==> config.mk <==
export PLATFORM = sky130hd
export DESIGN_NAME = total_harmonic_distortion
export DESIGN_NICKNAME = d
export VERILOG_FILES = /design/src/design/thd_pkg.sv /design/src/design/thd_ctrl.sv /design/src/design/thd_dp.sv /design/src/design/total_harmonic_distortion.sv
export SDC_FILE = /design/constraint.sdc
export NUM_CORES = 2
export LEC_CHECK = 0
export BUFFER_PORTS_ARGS = -buffer_cell sky130_fd_sc_hd__buf_2
export CAP_MARGIN = 40
export CELL_PAD_IN_SITES_DETAIL_PLACEMENT = 2
export CELL_PAD_IN_SITES_GLOBAL_PLACEMENT = 2
export CORE_MARGIN = 2
export CORE_UTILIZATION = 45
export CTS_CLUSTER_DIAMETER = 50
export DETAILED_ROUTE_END_ITERATION = 10
export HOLD_SLACK_MARGIN = 0.15
export PLACE_DENSITY = 0.87
export SKIP_LAST_GASP = 1
export SLEW_MARGIN = 5
export SYNTH_ARGS = -nofsm -noshare
export SYNTH_HDL_FRONTEND = slang
export SYNTH_HIERARCHICAL = 1
export SYNTH_SLANG_ARGS = --single-unit
==> constraint.sdc <==
create_clock -name clk -period 26.1 [get_ports clk]
set_clock_uncertainty 0.05 [all_clocks]
set_input_delay 1.305 -clock clk [delete_from_list [all_inputs] [get_ports clk]]
set_output_delay 1.305 -clock clk [all_outputs]
set_load 0.05 [all_outputs]
==> src/design/thd_pkg.sv <==
package thd_pkg;

    typedef struct packed {
        logic first;
        logic accum;
        logic start;
        logic sqrt_step;
        logic sqrt_round;
        logic div_init;
        logic div_step;
        logic div_next;
    } thd_cmd_t;

    typedef struct packed {
        logic sqrt_done;
        logic div_done;
        logic div_last;
    } thd_stat_t;

endpackage

==> src/design/thd_ctrl.sv <==
module thd_ctrl
(
    input  logic               clk,
    input  logic               rst_n,
    input  logic               in_valid,
    output logic               in_stall,
    input  logic               last_component,
    output logic               out_valid,
    input  logic               out_stall,
    output thd_pkg::thd_cmd_t  cmd,
    input  thd_pkg::thd_stat_t stat
);
    import thd_pkg::*;

    typedef enum logic [2:0] {
        S_ACC, S_SQRT, S_ROUND, S_DINIT, S_DIV, S_OUT
    } state_t;

    state_t state_reg;
    logic   first_reg;
    logic   take;

    assign in_stall  = (state_reg != S_ACC);
    assign out_valid = (state_reg == S_OUT);
    assign take      = in_valid && (state_reg == S_ACC);

    always_comb
    begin
        cmd            = '0;
        cmd.first      = take && first_reg;
        cmd.accum      = take && !first_reg;
        cmd.start      = take && last_component;
        cmd.sqrt_step  = (state_reg == S_SQRT);
        cmd.sqrt_round = (state_reg == S_ROUND);
        cmd.div_init   = (state_reg == S_DINIT);
        cmd.div_step   = (state_reg == S_DIV);
        cmd.div_next   = (state_reg == S_DIV) && stat.div_done && !stat.div_last;
    end

    always_ff @(posedge clk or negedge rst_n)
    begin
        if (!rst_n)
        begin
            state_reg <= S_ACC;
            first_reg <= 1'b1;
        end
        else
        begin
            case (state_reg)
                S_ACC:
                begin
                    if (take)
                    begin
                        first_reg <= last_component;
                        if (last_component)
                            state_reg <= S_SQRT;
                    end
                end
                S_SQRT:  if (stat.sqrt_done) state_reg <= S_ROUND;
                S_ROUND: state_reg <= S_DINIT;
                S_DINIT: state_reg <= S_DIV;
                S_DIV:   if (stat.div_done && stat.div_last) state_reg <= S_OUT;
                S_OUT:   if (!out_stall) state_reg <= S_ACC;
                default: state_reg <= S_ACC;
            endcase
        end
    end
endmodule

==> src/design/thd_dp.sv <==
module thd_dp
#(
    parameter int AMP_WIDTH   = 32,
    parameter int COUNT_WIDTH = 16
)
(
    input  logic               clk,
    input  logic               comp_valid,
    input  logic [15:0]        harmonic_order,
    input  logic [31:0]        amplitude,
    input  thd_pkg::thd_cmd_t  cmd,
    output thd_pkg::thd_stat_t stat,
    output logic               result_valid,
    output logic [63:0]        harmonic_power,
    output logic [31:0]        fundamental_amp,
    output logic [31:0]        harmonic_rms,
    output logic [31:0]        thd_q15,
    output logic [31:0]        thd_milli_percent,
    output logic [15:0]        included_count,
    output logic               power_overflow
);
    import thd_pkg::*;

    localparam logic [COUNT_WIDTH-1:0] CountMax = '1;

    logic [31:0]            amp;
    logic [63:0]            sq;
    logic [64:0]            sum_wide;
    logic                   add_en;
    logic [63:0]            psum_next;
    logic [63:0]            psum_reg;
    logic [COUNT_WIDTH-1:0] tally_reg;
    logic                   sat_reg;
    logic [31:0]            fund_reg;
    logic                   ok_reg;

    logic [63:0] rem_reg, root_reg, probe_reg;
    logic [64:0] trial;
    logic [31:0] rms_reg;

    logic [63:0] dnum_reg;
    logic [31:0] dquo_reg;
    logic [31:0] drem_reg;
    logic [6:0]  dcnt_reg;
    logic        dsel_reg;
    logic [32:0] dshift;
    logic [32:0] ddiff;
    logic [31:0] q15_reg, milli_reg;
    logic [63:0] prod;
    logic [63:0] dividend;

    assign amp = {{(32-AMP_WIDTH){1'b0}}, amplitude[AMP_WIDTH-1:0]};
    assign sq  = {32'd0, amp} * {32'd0, amp};
    assign sum_wide = {1'b0, psum_reg} + {1'b0, sq};

    assign add_en    = cmd.accum && ok_reg && comp_valid && harmonic_order >= 16'd2;
    assign psum_next = cmd.first ? 64'd0
                     : add_en ? (sum_wide[64] ? 64'hFFFF_FFFF_FFFF_FFFF : sum_wide[63:0])
                     : psum_reg;

    always_ff @(posedge clk)
    begin
        if (cmd.first)
        begin
            psum_reg  <= '0;
            tally_reg <= '0;
            sat_reg   <= 1'b0;
            ok_reg    <= comp_valid && harmonic_order == 16'd1 && amp != 32'd0;
            fund_reg  <= (comp_valid && harmonic_order == 16'd1) ? amp : 32'd0;
        end
        else if (add_en)
        begin
            if (sum_wide[64])
            begin
                psum_reg <= '1;
                sat_reg  <= 1'b1;
            end
            else
                psum_reg <= sum_wide[63:0];
            if (tally_reg != CountMax)
                tally_reg <= tally_reg + 1'b1;
        end
    end

    assign trial = {1'b0, root_reg} + {1'b0, probe_reg};

    always_ff @(posedge clk)
    begin
        if (cmd.start)
        begin
            root_reg  <= '0;
            probe_reg <= 64'h4000_0000_0000_0000;
            rem_reg   <= psum_next;
        end
        else if (cmd.sqrt_step && probe_reg != 64'd0)
        begin
            if ({1'b0, rem_reg} >= trial)
            begin
                rem_reg  <= rem_reg - trial[63:0];
                root_reg <= (root_reg >> 1) + probe_reg;
            end
            else
                root_reg <= root_reg >> 1;
            probe_reg <= probe_reg >> 2;
        end
        else if (cmd.sqrt_round)
            rms_reg <= (rem_reg > root_reg && root_reg[31:0] != 32'hFFFF_FFFF)
                       ? root_reg[31:0] + 32'd1 : root_reg[31:0];
    end

    assign stat.sqrt_done = (probe_reg == 64'd0);

    assign prod     = {32'd0, rms_reg}
                      * ((dsel_reg || cmd.div_next) ? 64'd100000 : 64'd32768);
    assign dividend = prod + {33'd0, fund_reg[31:1]};
    assign dshift   = {drem_reg, dnum_reg[63]};
    assign ddiff    = dshift - {1'b0, fund_reg};

    always_ff @(posedge clk)
    begin
        if (cmd.start)
            dsel_reg <= 1'b0;
        else if (cmd.div_next)
            dsel_reg <= 1'b1;
        if (cmd.div_init || cmd.div_next)
        begin
            dnum_reg <= dividend;
            drem_reg <= '0;
            dquo_reg <= '0;
            dcnt_reg <= '0;
        end
        else if (cmd.div_step && !stat.div_done)
        begin
            dnum_reg <= dnum_reg << 1;
            if (dshift >= {1'b0, fund_reg})
            begin
                drem_reg <= ddiff[31:0];
                dquo_reg <= (dquo_reg[31] ? 32'hFFFF_FFFF : {dquo_reg[30:0], 1'b1});
            end
            else
            begin
                drem_reg <= dshift[31:0];
                dquo_reg <= (dquo_reg[31] ? 32'hFFFF_FFFF : {dquo_reg[30:0], 1'b0});
            end
            dcnt_reg <= dcnt_reg + 7'd1;
        end
        if (cmd.div_step && stat.div_done)
        begin
            if (dsel_reg)
                milli_reg <= (fund_reg == 32'd0) ? 32'd0 : dquo_reg;
            else
                q15_reg <= (fund_reg == 32'd0) ? 32'd0 : dquo_reg;
        end
    end

    assign stat.div_done = (dcnt_reg == 7'd64);
    assign stat.div_last = dsel_reg;

    assign result_valid      = ok_reg;
    assign harmonic_power    = ok_reg ? psum_reg : 64'd0;
    assign fundamental_amp   = ok_reg ? fund_reg : 32'd0;
    assign harmonic_rms      = ok_reg ? rms_reg : 32'd0;
    assign thd_q15           = ok_reg ? q15_reg : 32'd0;
    assign thd_milli_percent = ok_reg ? milli_reg : 32'd0;
    assign included_count    = ok_reg ? {{(16-COUNT_WIDTH){1'b0}}, tally_reg} : 16'd0;
    assign power_overflow    = ok_reg && sat_reg;
endmodule

==> src/design/total_harmonic_distortion.sv <==
// After the last input transfer of a run, the result is offered once the datapath
// has run 32 square-root steps, a rounding step and a divider load, then two
// 64-step restoring divides.
// Throughput: one component per cycle within a run; the next run waits until
// the result transfer completes. Reset (rst_n, async, active low) clears control.
module total_harmonic_distortion
#(
    parameter int AMP_WIDTH   = 32,
    parameter int COUNT_WIDTH = 16
)
(
    input  logic        clk,
    input  logic        rst_n,
    input  logic        in_valid,
    output logic        in_stall,
    input  logic        comp_valid,
    input  logic [15:0] harmonic_order,
    input  logic [31:0] amplitude,
    input  logic        last_component,
    output logic        out_valid,
    input  logic        out_stall,
    output logic        result_valid,
    output logic [63:0] harmonic_power,
    output logic [31:0] fundamental_amp,
    output logic [31:0] harmonic_rms,
    output logic [31:0] thd_q15,
    output logic [31:0] thd_milli_percent,
    output logic [15:0] included_count,
    output logic        power_overflow
);
    import thd_pkg::*;

    thd_cmd_t  cmd;
    thd_stat_t stat;

    thd_ctrl u_ctrl (
        .clk(clk), .rst_n(rst_n), .in_valid(in_valid), .in_stall(in_stall),
        .last_component(last_component), .out_valid(out_valid),
        .out_stall(out_stall), .cmd(cmd), .stat(stat)
    );

    thd_dp #(.AMP_WIDTH(AMP_WIDTH), .COUNT_WIDTH(COUNT_WIDTH)) u_dp (
        .clk(clk), .comp_valid(comp_valid), .harmonic_order(harmonic_order),
        .amplitude(amplitude), .cmd(cmd), .stat(stat),
        .result_valid(result_valid), .harmonic_power(harmonic_power),
        .fundamental_amp(fundamental_amp), .harmonic_rms(harmonic_rms),
        .thd_q15(thd_q15), .thd_milli_percent(thd_milli_percent),
        .included_count(included_count), .power_overflow(power_overflow)
    );
endmodule

==> metrics.txt <==
DR vias=68800; Critical R2R Capture=u_dp/dnum_reg[42]; Detailed Route Iter0 Violations=7198; Finished Core Util=49.4%; clock slew at reported path FFs=0.07 ns; max-cap violations=0; wire length after detailed routing=385 mm; setup slack at placement=14.55 ns; path type of the worst min-delay path=primary input to async pin; count of final setup violators=0; run status=completed; ports placed on the boundary=266; Final Hold Viols=0; # port buffers=265; peak clock frequency supported by timing=84.1 MHz; Post-CTS Hold Fix Bufs=0; count of instances resized after the clock tree is built=0; row count=147; Critical path buffers and inverters=9; synthesis-stage register bit count=510; portion of the post-synthesis area used by sequential elements=17.6%; post-synthesis net count=9973; library cell used as clock root buffer=clkbuf_16; mean area per synthesized cell=8.98 µm²; number of global-route vias before repair=77700; setup repair after global routing missed its margin=false; count of final max-slew check failures=0; post-synthesis cell area=72900 µm²; kind of capture point of the worst setup path=register; relative max-transition margin=12.7%; Area Growth Syn to Fin=8.85%; H-Tree Depth=3; Data arrival, critical path=12.42 ns; final setup margin=14.22 ns; Gate Count Post-Synth=8118; logic depth of the worst register-to-register path=30; total global routing track utilization=43.7%; Chip Width=407 µm; part of the cycle the worst path needs=45.5%; total number of nets in the final design=10100; cell with the most instances on the worst path=fa_1; Clk Latency, worst-skew pair=0.76 ns; Slew @ Worst Pin=1.30 ns; maximum number of pins on one net before global-route repair=107; ANT nets after route=0; largest fanout on the critical path=26; async set or reset register ratio after synthesis=0.784%; prevailing post-synth register cell=edfxtp_1; DP Wirelength=258 mm; startpoint of the worst-slack reg-to-reg timing path=u_dp/dcnt_reg[0]; share of post-route cells with drive strength above 1=7.14%; FF-to-FF setup slack=14.81 ns; Critical Path Max Stage Delay=0.77 ns; number of buffers created by CTS=81; routability-driven placement congestion ratio=0.912; y dimension of the die=407 µm; antenna violations before repair=60; buffer levels on the longest clock path=3; Slowest cell on crit path=clkinv_1; critical path startpoint category=primary input; type of the worst setup path=primary input to register; count of TritonRoute iterations in the first routing pass=6; post-synth cell types=104; Placeable Area=161000 µm²; Post CTS Setup Buffer Count=0; Setup TNS Final=0 ns; average wire per standard cell=36.8 µm; Total Die Area=165000 µm²; GRT overflow=0; DRC violation count after routing=0; Clock Sinks=510; global-route wire length before repair=528 mm; shortest period the worst path allows=11.88 ns; Top delay family on crit path=adder cells; Yosys Warn Count=6; initial cell density of the core=45.4%; routed via count divided by cell count=6.57; count of flip-flops with a built-in enable after synthesis=257; clock tree from TritonCTS=built; data required time of the worst path=26.64 ns
==> worst max-delay path by stage <==
stage	to	slack, ns	start	cells past startpoint
after detailed placement	u_dp/rem_reg[3]	14.55	amplitude[9]	29
after CTS	u_dp/rem_reg[3]	14.89	amplitude[9]	30
final	u_dp/rem_reg[3]	14.22	amplitude[9]	30
after floorplan	u_dp/rem_reg[0]	16.12	u_dp/probe_reg[2]	24
after global routing	u_dp/rem_reg[3]	14.28	amplitude[9]	30
after global placement	u_dp/rem_reg[11]	14.87	amplitude[9]	28
==> synthesized netlist by cell type, drive strengths merged, types with 41 or more instances <==
cell,number,area (µm²)
o21ai,302,1520
buf,41,223
a211oi,91,703
and2,443,2770
a31oi,73,469
nand2,671,2520
fa,1006,20100
inv,1579,5930
clkbuf,298,1120
nor2b,106,663
xor2,132,1160
o21a,43,323
nor2,436,1640
a21oi,377,1890
ha,795,9950
nand4,87,544
xnor2,202,1780
edfxtp,257,7720
nor3,142,716
dfxtp,249,4980
nand3,79,395
a21o,150,1130
==> layer usage <==
metal  track usage, %  routed length (µm)  vias to the layer above
met5           0.0297                 305                        -
met1             45.0              124000                    34500
met4             38.8               46000                       46
li1                 -                   -                    26500
met3             13.7               40400                     2699
met2             71.9              175000                     5053
==> through the flow <==
stage               hold slack (ns)  std cells  instance area (µm²)
finish                        0.343      10500                79400
global route                  0.341      10400                79300
CTS                           0.323      10400                79200
detailed placement            0.439      10300                76400
global placement              0.407      10300                76100
floorplan                     0.379       8118                72900
==> kinds of logic (layout without fill, tap and decap cells) <==
| group | after synthesis | count (layout) | synth area share (%) |
|---|---|---|---|
| AND/OR/NAND/NOR | 2176 | 2176 | 14.7 |
| multiplexers | 38 | 38 | 0.552 |
| AO/OA/AOI/OAI | 1334 | 1334 | 11.9 |
| XOR/XNOR | 334 | 334 | 4.02 |
| other | 0 | 29 | 0 |
| adder cells (fa/ha/maj) | 1801 | 1801 | 41.3 |
| flip-flops | 510 | 510 | 17.6 |
| buffers and inverters | 1925 | 2085 | 10.0 |
==> area by class of cell <==
type                       instances  area (µm²)
fill                           17200       81400
multi-input combinational       5683       52900
sequential                       510       12800
inverter                        1586        5950
tap                             2160        2700
clock buffer                     109        2330
timing repair buffer             348        2120
clock inverter                    42         479
antenna                           29        72.6
==> cell usage in the layout, fill, tap and decap left out, drive strengths merged, types with 14 or more instances in the layout <==
cell type / n
a211oi: 91
buf: 348
nor3: 142
or3: 22
o21bai: 35
and4: 20
o31ai: 23
a221oi: 34
a21oi: 377
nand3: 79
or2: 16
nor2: 436
nand4: 87
a31oi: 73
o21a: 43
clkinv: 26
mux2i: 20
edfxtp: 257
nand2: 671
and3: 39
fa: 1006
o211ai: 26
a21o: 150
dfxtp: 249
xnor2: 202
nand2b: 39
o21ai: 302
nor4: 39
ha: 795
mux2: 18
a311oi: 22
diode: 29
o22ai: 14
clkbuf: 109
inv: 1594
xor2: 132
nor2b: 106
and2: 443
Power is not shown: default switching activity piles up to over one toggle a cycle in this logic, so the estimate is an artifact.
